===== src/sv/tdc_pkg.sv =====
package tdc_pkg;

    localparam int DESC_W      = 64;
    localparam int LEVEL_W     = 2;
    localparam int ADDR_W      = 48;
    localparam int SIZE_W      = 64;
    localparam int LO_ATTR_W   = 12;
    localparam int HI_ATTR_W   = 17;
    localparam int HI_ATTR_LSB = 47;
    localparam int PAGE_SHIFT  = 12;

    localparam int ADDR_BITS_DEFAULT = 48;

    // configuration port
    localparam int APB_DATA_W = 32;
    localparam int APB_ADDR_W = 3;
    localparam int GRAN_W     = 2;
    localparam int PS_W       = 3;

    localparam logic [0:0] REG_GRANULE   = 1'd0;
    localparam logic [0:0] REG_PHYS_SIZE = 1'd1;

    localparam logic [GRAN_W-1:0] GRAN_4K  = 2'd0;
    localparam logic [GRAN_W-1:0] GRAN_16K = 2'd2;
    localparam logic [PS_W-1:0]   PS_RESERVED = 3'd7;

    localparam logic [LEVEL_W-1:0] LEVEL_PAGE = 2'd3;

    // result codes
    localparam logic [1:0] KIND_SECTION = 2'd0;
    localparam logic [1:0] KIND_DESCEND = 2'd1;
    localparam logic [1:0] KIND_ERROR   = 2'd2;

    localparam logic [1:0] ERR_NONE     = 2'd0;
    localparam logic [1:0] ERR_NO_BLOCK = 2'd1;
    localparam logic [1:0] ERR_GRANULE  = 2'd2;
    localparam logic [1:0] ERR_PS       = 2'd3;

    // queue between decode and run tracking
    localparam int Q_DEPTH = 2;
    localparam int Q_PTR_W = (Q_DEPTH > 1) ? $clog2(Q_DEPTH) : 1;
    localparam int Q_CNT_W = $clog2(Q_DEPTH + 1);

    typedef enum logic [2:0] {
        ITEM_END      = 3'd0,
        ITEM_ERR_PS   = 3'd1,
        ITEM_ERR_GRAN = 3'd2,
        ITEM_DESCEND  = 3'd3,
        ITEM_BLOCK    = 3'd4
    } t_item_kind;

    typedef struct packed {
        t_item_kind             kind;
        logic [ADDR_W-1:0]      address;
        logic [SIZE_W-1:0]      size;
        logic [LO_ATTR_W-1:0]   lower_attrs;
        logic [HI_ATTR_W-1:0]   upper_attrs;
    } t_item;

    typedef struct packed {
        logic [1:0]             kind;
        logic [1:0]             error_code;
        logic [ADDR_W-1:0]      address;
        logic [SIZE_W-1:0]      size;
        logic [LO_ATTR_W-1:0]   lower_attrs;
        logic [HI_ATTR_W-1:0]   upper_attrs;
    } t_result;

    // block or page size by granule and level
    function automatic logic [SIZE_W-1:0] block_size(input logic [GRAN_W-1:0] gran,
                                                     input logic [LEVEL_W-1:0] lvl);
        logic [SIZE_W-1:0] sz;
        sz = '0;
        if (gran == GRAN_4K) begin
            case (lvl)
                2'd0:    sz = SIZE_W'(64'h0000_0080_0000_0000);  // 512 GB
                2'd1:    sz = SIZE_W'(64'h0000_0000_4000_0000);  // 1 GB
                2'd2:    sz = SIZE_W'(64'h0000_0000_0020_0000);  // 2 MB
                default: sz = SIZE_W'(64'h0000_0000_0000_1000);  // 4 KB
            endcase
        end else begin
            case (lvl)
                2'd0:    sz = SIZE_W'(64'h0000_8000_0000_0000);  // 128 TB
                2'd1:    sz = SIZE_W'(64'h0000_0010_0000_0000);  // 64 GB
                2'd2:    sz = SIZE_W'(64'h0000_0000_0200_0000);  // 32 MB
                default: sz = SIZE_W'(64'h0000_0000_0000_4000);  // 16 KB
            endcase
        end
        return sz;
    endfunction

endpackage


===== src/sv/tdc_front.sv =====
module tdc_front #(
    parameter int ADDR_BITS = tdc_pkg::ADDR_BITS_DEFAULT
) (
    input  logic [tdc_pkg::DESC_W-1:0]  i_descriptor,
    input  logic [tdc_pkg::LEVEL_W-1:0] i_level,
    input  logic [tdc_pkg::GRAN_W-1:0]  i_granule_code,
    input  logic [tdc_pkg::PS_W-1:0]    i_phys_size_code,
    output tdc_pkg::t_item              o_item
);
    import tdc_pkg::*;

    localparam int OA_TOP = (ADDR_BITS < ADDR_W) ? ADDR_BITS : ADDR_W;

    logic              desc_valid;
    logic              desc_bit1;
    logic              is_end;
    logic [ADDR_W-1:0] oa_mask;

    // output address keeps bits OA_TOP-1 down to the page offset
    always_comb begin
        for (int i = 0; i < ADDR_W; i++) begin
            oa_mask[i] = (i >= PAGE_SHIFT) && (i < OA_TOP);
        end
    end

    assign desc_valid = i_descriptor[0];
    assign desc_bit1  = i_descriptor[1];
    // reserved level-3 encoding behaves like an invalid word
    assign is_end     = !desc_valid || ((i_level == LEVEL_PAGE) && !desc_bit1);

    always_comb begin
        o_item             = '0;
        o_item.address     = i_descriptor[ADDR_W-1:0] & oa_mask;
        o_item.size        = block_size(i_granule_code, i_level);
        o_item.lower_attrs = i_descriptor[LO_ATTR_W-1:0];
        o_item.upper_attrs = i_descriptor[HI_ATTR_LSB +: HI_ATTR_W];
        if (is_end) begin
            o_item.kind = ITEM_END;
        end else if (i_phys_size_code == PS_RESERVED) begin
            o_item.kind = ITEM_ERR_PS;
        end else if ((i_granule_code != GRAN_4K) && (i_granule_code != GRAN_16K)) begin
            o_item.kind = ITEM_ERR_GRAN;
        end else if (desc_bit1 && (i_level != LEVEL_PAGE)) begin
            o_item.kind = ITEM_DESCEND;
        end else begin
            o_item.kind = ITEM_BLOCK;
        end
    end

endmodule


===== src/sv/tdc_queue.sv =====
module tdc_queue (
    input  logic            i_clk,
    input  logic            i_rst_n,
    input  logic            i_push,
    input  tdc_pkg::t_item  i_item,
    output logic            o_full,
    input  logic            i_pop,
    output logic            o_valid,
    output tdc_pkg::t_item  o_item
);
    import tdc_pkg::*;

    t_item              r_mem [Q_DEPTH];
    logic [Q_PTR_W-1:0] r_wr_ptr;
    logic [Q_PTR_W-1:0] r_rd_ptr;
    logic [Q_CNT_W-1:0] r_count;
    logic [Q_PTR_W-1:0] n_wr_ptr;
    logic [Q_PTR_W-1:0] n_rd_ptr;

    assign o_full  = (r_count == Q_CNT_W'(Q_DEPTH));
    assign o_valid = (r_count != '0);
    assign o_item  = r_mem[r_rd_ptr];

    assign n_wr_ptr = (r_wr_ptr == Q_PTR_W'(Q_DEPTH - 1)) ? '0 : r_wr_ptr + 1'b1;
    assign n_rd_ptr = (r_rd_ptr == Q_PTR_W'(Q_DEPTH - 1)) ? '0 : r_rd_ptr + 1'b1;

    always_ff @(posedge i_clk) begin
        if (i_push) begin
            r_mem[r_wr_ptr] <= i_item;
        end
    end

    always_ff @(posedge i_clk) begin
        if (!i_rst_n) begin
            r_wr_ptr <= '0;
            r_rd_ptr <= '0;
            r_count  <= '0;
        end else begin
            if (i_push) begin
                r_wr_ptr <= n_wr_ptr;
            end
            if (i_pop) begin
                r_rd_ptr <= n_rd_ptr;
            end
            case ({i_push, i_pop})
                2'b10:   r_count <= r_count + 1'b1;
                2'b01:   r_count <= r_count - 1'b1;
                default: r_count <= r_count;
            endcase
        end
    end

endmodule


===== src/sv/tdc_back.sv =====
module tdc_back (
    input  logic              i_clk,
    input  logic              i_rst_n,
    input  logic              i_q_valid,
    input  tdc_pkg::t_item    i_item,
    output logic              o_pop,
    output logic              o_out_valid,
    input  logic              i_out_stall,
    output tdc_pkg::t_result  o_result
);
    import tdc_pkg::*;

    logic                 r_run_pending;
    logic                 r_seen;
    logic [ADDR_W-1:0]    r_run_base;
    logic [SIZE_W-1:0]    r_run_length;
    logic [LO_ATTR_W-1:0] r_run_lo;
    logic [HI_ATTR_W-1:0] r_run_hi;
    logic                 r_out_valid;
    t_result              r_result;

    logic                 n_run_pending;
    logic                 n_seen;
    logic [ADDR_W-1:0]    n_run_base;
    logic [SIZE_W-1:0]    n_run_length;
    logic [LO_ATTR_W-1:0] n_run_lo;
    logic [HI_ATTR_W-1:0] n_run_hi;

    logic                 slot_free;
    logic [SIZE_W:0]      run_end;
    logic [SIZE_W:0]      len_sum;
    logic                 joins_run;
    logic                 res_valid;
    t_result              res;
    t_result              run_section;

    assign slot_free = !r_out_valid || !i_out_stall;
    assign o_pop     = i_q_valid && slot_free;

    assign run_end = {1'b0, {(SIZE_W - ADDR_W){1'b0}}, r_run_base} + {1'b0, r_run_length};
    assign len_sum = {1'b0, r_run_length} + {1'b0, i_item.size};

    // contiguous with no wrap of the run end, and identical attributes
    assign joins_run = r_run_pending && !run_end[SIZE_W]
                    && (run_end[SIZE_W-1:0] == {{(SIZE_W - ADDR_W){1'b0}}, i_item.address})
                    && (i_item.lower_attrs == r_run_lo)
                    && (i_item.upper_attrs == r_run_hi);

    always_comb begin
        run_section             = '0;
        run_section.kind        = KIND_SECTION;
        run_section.error_code  = ERR_NONE;
        run_section.address     = r_run_base;
        run_section.size        = r_run_length;
        run_section.lower_attrs = r_run_lo;
        run_section.upper_attrs = r_run_hi;
    end

    always_comb begin
        res_valid     = 1'b0;
        res           = '0;
        n_run_pending = r_run_pending;
        n_seen        = r_seen;
        n_run_base    = r_run_base;
        n_run_length  = r_run_length;
        n_run_lo      = r_run_lo;
        n_run_hi      = r_run_hi;
        unique case (i_item.kind)
            ITEM_END: begin
                if (!r_seen) begin
                    res_valid      = 1'b1;
                    res.kind       = KIND_ERROR;
                    res.error_code = ERR_NO_BLOCK;
                end else if (r_run_pending) begin
                    res_valid     = 1'b1;
                    res           = run_section;
                    n_run_pending = 1'b0;
                end
            end
            ITEM_ERR_PS: begin
                res_valid      = 1'b1;
                res.kind       = KIND_ERROR;
                res.error_code = ERR_PS;
            end
            ITEM_ERR_GRAN: begin
                res_valid      = 1'b1;
                res.kind       = KIND_ERROR;
                res.error_code = ERR_GRANULE;
            end
            ITEM_DESCEND: begin
                res_valid   = 1'b1;
                res.kind    = KIND_DESCEND;
                res.address = i_item.address;
            end
            ITEM_BLOCK: begin
                n_seen = 1'b1;
                if (joins_run) begin
                    n_run_length = len_sum[SIZE_W] ? '1 : len_sum[SIZE_W-1:0];
                end else begin
                    if (r_run_pending) begin
                        res_valid = 1'b1;
                        res       = run_section;
                    end
                    n_run_pending = 1'b1;
                    n_run_base    = i_item.address;
                    n_run_length  = i_item.size;
                    n_run_lo      = i_item.lower_attrs;
                    n_run_hi      = i_item.upper_attrs;
                end
            end
            default: begin
            end
        endcase
    end

    always_ff @(posedge i_clk) begin
        if (!i_rst_n) begin
            r_run_pending <= 1'b0;
            r_seen        <= 1'b0;
            r_out_valid   <= 1'b0;
        end else begin
            if (o_pop) begin
                r_run_pending <= n_run_pending;
                r_seen        <= n_seen;
            end
            if (slot_free) begin
                r_out_valid <= o_pop && res_valid;
            end
        end
    end

    always_ff @(posedge i_clk) begin
        if (o_pop) begin
            r_run_base   <= n_run_base;
            r_run_length <= n_run_length;
            r_run_lo     <= n_run_lo;
            r_run_hi     <= n_run_hi;
        end
        if (o_pop && res_valid) begin
            r_result <= res;
        end
    end

    assign o_out_valid = r_out_valid;
    assign o_result    = r_result;

`ifndef SYNTHESIS
    a_pending_needs_seen: assert property (@(posedge i_clk) disable iff (!i_rst_n)
        r_run_pending |-> r_seen)
        else $error("run pending without any block seen");

    a_section_nonzero: assert property (@(posedge i_clk) disable iff (!i_rst_n)
        (r_out_valid && (r_result.kind == KIND_SECTION)) |-> (r_result.size != '0))
        else $error("emitted section with zero size");

    a_error_clean: assert property (@(posedge i_clk) disable iff (!i_rst_n)
        (r_out_valid && (r_result.kind == KIND_ERROR))
            |-> ((r_result.error_code != ERR_NONE) && (r_result.address == '0)
                 && (r_result.size == '0)))
        else $error("error result with stray fields");

    a_block_opens_run: assert property (@(posedge i_clk) disable iff (!i_rst_n)
        (o_pop && (i_item.kind == ITEM_BLOCK)) |=> (!i_rst_n || r_run_pending))
        else $error("block word did not leave a pending run");
`endif

endmodule


===== src/sv/translation_descriptor_coalescer.sv =====
// Translation descriptor coalescer: takes 64-bit translation-table words in walk order, each
// with its lookup level, and returns next-table addresses for table words, merged sections
// for runs of contiguous block or page words with equal attributes, and error codes for a
// reserved size code, an unsupported granule, or an end of walk before any block. A run is
// emitted when a word breaks it or when an invalid word ends the walk; its length saturates
// at all ones. Unless the output stalls, the block sustains one word per clock on the input:
// a decode stage classifies each word and writes it into a two-entry queue, and the run
// tracker drains one word per cycle with a single 64-bit end compare and length add, so
// throughput is set by that tracker. An accepted word goes from queue to output register,
// straight through when the queue ahead is empty and the output is free. The output register
// lets the input keep flowing while a result waits; a stalled output stops the tracker, and
// the input stalls once the queue fills. The user writes configuration over APB only while
// the block is idle (it does not check): granule code at byte address 0, size code at 4.
module translation_descriptor_coalescer #(
    parameter int ADDR_BITS = tdc_pkg::ADDR_BITS_DEFAULT
) (
    input  logic                            i_clk,
    input  logic                            i_rst_n,
    // configuration port
    input  logic                            psel,
    input  logic                            penable,
    input  logic                            pwrite,
    input  logic [tdc_pkg::APB_ADDR_W-1:0]  paddr,
    input  logic [tdc_pkg::APB_DATA_W-1:0]  pwdata,
    output logic [tdc_pkg::APB_DATA_W-1:0]  prdata,
    output logic                            pready,
    // descriptor words in
    input  logic                            i_in_valid,
    output logic                            o_in_stall,
    input  logic [tdc_pkg::DESC_W-1:0]      i_descriptor,
    input  logic [tdc_pkg::LEVEL_W-1:0]     i_level,
    // result words out
    output logic                            o_out_valid,
    input  logic                            i_out_stall,
    output logic [1:0]                      o_kind,
    output logic [1:0]                      o_error_code,
    output logic [tdc_pkg::ADDR_W-1:0]      o_address,
    output logic [tdc_pkg::SIZE_W-1:0]      o_size,
    output logic [tdc_pkg::LO_ATTR_W-1:0]   o_lower_attrs,
    output logic [tdc_pkg::HI_ATTR_W-1:0]   o_upper_attrs
);
    import tdc_pkg::*;

    logic [GRAN_W-1:0] r_granule_code;
    logic [PS_W-1:0]   r_phys_size_code;

    logic     cfg_write;
    logic     q_full;
    logic     q_valid;
    logic     q_pop;
    logic     in_accept;
    t_item    dec_item;
    t_item    q_item;
    t_result  result;

    // register bank, word index from paddr bit 2
    assign pready    = 1'b1;
    assign cfg_write = psel && penable && pwrite && pready;

    always_ff @(posedge i_clk) begin
        if (!i_rst_n) begin
            r_granule_code   <= GRAN_4K;
            r_phys_size_code <= '0;
        end else if (cfg_write) begin
            unique case (paddr[2])
                REG_GRANULE:   r_granule_code   <= pwdata[GRAN_W-1:0];
                REG_PHYS_SIZE: r_phys_size_code <= pwdata[PS_W-1:0];
                default: begin
                end
            endcase
        end
    end

    always_comb begin
        unique case (paddr[2])
            REG_GRANULE:   prdata = APB_DATA_W'(r_granule_code);
            REG_PHYS_SIZE: prdata = APB_DATA_W'(r_phys_size_code);
            default:       prdata = '0;
        endcase
    end

    // front: classify each word as it arrives
    tdc_front #(
        .ADDR_BITS (ADDR_BITS)
    ) u_front (
        .i_descriptor     (i_descriptor),
        .i_level          (i_level),
        .i_granule_code   (r_granule_code),
        .i_phys_size_code (r_phys_size_code),
        .o_item           (dec_item)
    );

    // input stalls only on a full queue
    assign o_in_stall = q_full;
    assign in_accept  = i_in_valid && !q_full;

    tdc_queue u_queue (
        .i_clk   (i_clk),
        .i_rst_n (i_rst_n),
        .i_push  (in_accept),
        .i_item  (dec_item),
        .o_full  (q_full),
        .i_pop   (q_pop),
        .o_valid (q_valid),
        .o_item  (q_item)
    );

    // back: run tracking and the output register
    tdc_back u_back (
        .i_clk       (i_clk),
        .i_rst_n     (i_rst_n),
        .i_q_valid   (q_valid),
        .i_item      (q_item),
        .o_pop       (q_pop),
        .o_out_valid (o_out_valid),
        .i_out_stall (i_out_stall),
        .o_result    (result)
    );

    assign o_kind        = result.kind;
    assign o_error_code  = result.error_code;
    assign o_address     = result.address;
    assign o_size        = result.size;
    assign o_lower_attrs = result.lower_attrs;
    assign o_upper_attrs = result.upper_attrs;

endmodule


===== config.mk =====
export PLATFORM = sky130hd
export DESIGN_NAME = translation_descriptor_coalescer
export DESIGN_NICKNAME = d
export VERILOG_FILES = /design/src/sv/tdc_pkg.sv /design/src/sv/tdc_front.sv /design/src/sv/tdc_queue.sv /design/src/sv/tdc_back.sv /design/src/sv/translation_descriptor_coalescer.sv
export SDC_FILE = /design/constraint.sdc
export NUM_CORES = 1
export LEC_CHECK = 0
export BUFFER_PORTS_ARGS = -buffer_cell sky130_fd_sc_hd__buf_4
export CAP_MARGIN = 20
export CORE_MARGIN = 3
export CORE_UTILIZATION = 40
export CTS_BUF_LIST = sky130_fd_sc_hd__clkbuf_8 sky130_fd_sc_hd__clkbuf_16
export DETAILED_ROUTE_END_ITERATION = 7
export PLACE_DENSITY = 0.59
export SLEW_MARGIN = 20
export SYNTH_ARGS = -nofsm -noshare
export SYNTH_HDL_FRONTEND = slang
export SYNTH_SLANG_ARGS = --single-unit
export TNS_END_PERCENT = 5

===== constraint.sdc =====
create_clock -name i_clk -period 24.4 [get_ports i_clk]
set_input_delay 3.66 -clock i_clk [delete_from_list [all_inputs] [get_ports i_clk]]
set_output_delay 3.66 -clock i_clk [all_outputs]
set_load 0.1 [all_outputs]

==> out/results.tsv <==
metric	value	unit
iteration-0 DRC count of the detailed router	1139	
routed vias/inst	5.47	
I/O Buffers	214	
drt wl/cell	22.7	µm
CTS tree	built	
share of cells above drive strength 1	18.7	%
setup TNS	0	ns
number of cell rows	83	
CP arrival	4.32	ns
Power, Total	0.00278	W
post-route ant nets	0	
PwrDens	112	mW/mm²
post-synthesis async set-or-reset flop share	0	%
total setup buffers inserted after CTS	0	
final wirelength	60.5	mm
Area Overhead vs Synth	17.4	%
die height	236	µm
EDFF count, synth	411	
Initial DRT Pass Iterations	5	
# setup viols final	0	
clock-pin slew on the worst setup and hold paths	0.05	ns
critical path launch point	paddr[2]	
CP Capture Type	output pin	
die area	0.0557	mm²
Initial Utilization	40.8	%
Longest Clk Path Bufs	3	
core area	0.0518	mm²
RSZ-0062 raised after global routing	false	
cells after synthesis	1715	
Main synth FF type	edfxtp_1	
routability congestion estimate	0.941	
worst r2r path cells	11	
post-synth top area cell	edfxtp_1	
register area share after synthesis	59.5	%
Max Cap Viol	0	
Tmin final	7.98	ns
GRT Util Overall	21.1	%
Synth Cell Area	0.0212	mm²
ANT cells	0	
CTS Buf Count	47	
fin crit share	32.7	%
reg-to-reg startpoint	u_back.r_run_length[37]	
Worst Tran Pin Value	1.04	ns
Avg Inst Size Synth	12.3	µm²
worst setup path endpoint	prdata[0]	
Final Max Slew Viols	0	
Nets	2104	
vias in the first global route	14623	
R2R setup slack	18.47	ns
largest net degree at the start of global routing	81	
synthesis warning total	0	
Clk Latency, worst-skew pair	0.59	ns
status	finished, final reports clean	
FF-to-FF End	u_back.r_run_length[21]	
Max-Slew Margin vs Limit	30.1	%
CTS resizes	0	
cts hold-fix bufs	0	
Yosys top cell area share	58.3	%
Hold Violations, Final	0	
Commonest cells post-synth	edfxtp_1 (411), a21oi_1 (102), nand2_1 (100), nor2_1 (90), and2_1 (83)	
first-pass GRT wire length	90.2	mm
I/O pins	288	
fmax	125	MHz
critical path class	primary input to output pin	
Distinct cells, synth	77	
Die Wd	236	µm
hold crit path type	register to register	
Detailed Place HPWL	44.6	mm
Residual DRC	0	
CP Launch Type	primary input	
Clock Sinks	424	
clk root buf	clkbuf_16	
worst endpoint required time	20.74	ns
count leader, synth	edfxtp_1	
Max H-tree Level	2	
Synth area leaders	edfxtp_1 (58%), ha_1 (2.7%), xnor2_1 (2.6%)	
vias	14584	
Lkg Pwr	9.12	nW
Worst Path Max Fanout	5	
initial antenna violation count	0	
maximum vdd drop	0.0669	mV
Yosys reg bits	424	
Clock Skew	0.0238	ns
total gr overflow	0	
## final cells by class
class                      instances  area, µm²
multi-input combinational       1193       8040
clock inverter                    39        216
sequential                       424      12600
timing repair buffer             235       1760
inverter                          48        180
clock buffer                      48       1200
tap                              680        851
fill                            4731      27000
## metrics by stage
step	instance area [µm²]	std cells	util [%]	setup slack (ns)	hold slack, ns
after floorplan	21400	1781	-	10.67	0.478
after global placement	23400	2580	45.2	16.42	0.488
after detailed placement	23400	2580	45.2	16.42	0.526
after CTS	24900	2667	48.0	16.42	0.537
after global routing	24900	2667	48.0	16.40	0.569
final	24900	2667	48.0	16.42	0.541
## power by group
part	total (W)	switching (W)	internal, W	leakage [nW]
registers	0.00103	0.0000654	0.000961	3.93
logic	0.00110	0.000836	0.000268	4.48
clock network	0.000649	0.000290	0.000359	0.711
## flip-flops by register name (all words and copies together) (netlist names), named ones only
name	count
u_queue.r_mem	150
u_back.o_result	133
u_back.r_run_length	64
u_back.r_run_base	35
u_back.r_run_hi	17
u_back.r_run_lo	12
r_phys_size_code	3
r_granule_code	2
u_queue.r_count	2
u_back.o_out_valid	1
u_back.r_run_pending	1
u_back.r_seen	1
u_queue.r_rd_ptr	1
u_queue.r_wr_ptr	1
## cells in the final DEF, fill, tap and decap left out, types with 32 or more instances in the layout
cell type,instances
xor2_1,61
o21ai_0,48
nor4_1,32
edfxtp_1,411
nand2_1,100
mux2_2,44
a22o_1,39
inv_1,52
mux2i_1,54
nand4_1,53
ha_1,46
buf_4,235
and3_1,45
a21oi_1,102
nand3_1,32
and2_1,82
clkbuf_16,48
nor2_1,88
conb_1,68
xnor2_1,62
## cell families (layout without fill, tap and decap cells)
logic type	Yosys count	count (layout)	share of synthesized area (%)
mux	98	98	4.89
buf+inv	164	370	3.91
fa+ha+maj	47	47	2.81
compound gates	322	322	10.1
other cells	2	68	0.0355
simple gates	535	535	13.6
flops	424	424	59.5
xor+xnor	123	123	5.09
## routing by layer
layer  share of wire (%)  GRT usage (%)  vias to the layer above  wire length, µm
met5                   0              0                        -                0
met4                 1.6           4.41                        0              943
met3                 5.4           3.83                       69             3280
met2                  49           35.9                      375            29600
met1                  44           28.5                     7278            26700
li1                    -              -                     6862                -
## critical path, cell delays in order
cell and delay (ns):
buf_4 0.10, mux2_2 0.32, buf_4 0.23
## how the worst min path moves through the flow
stage / start / to / cells past startpoint
3_5_place_dp: r_phys_size_code[1] / r_phys_size_code[1] / 2
2_1_floorplan: u_queue.r_count[1] / u_queue.r_count[1] / 2
6_report: r_phys_size_code[2] / r_phys_size_code[2] / 2
5_1_grt: r_phys_size_code[1] / r_phys_size_code[1] / 2
3_3_place_gp: u_queue.r_count[1] / u_queue.r_count[1] / 2
4_1_cts: u_back.r_seen / u_back.r_run_pending / 1
(Power assumes the default switching activity.)
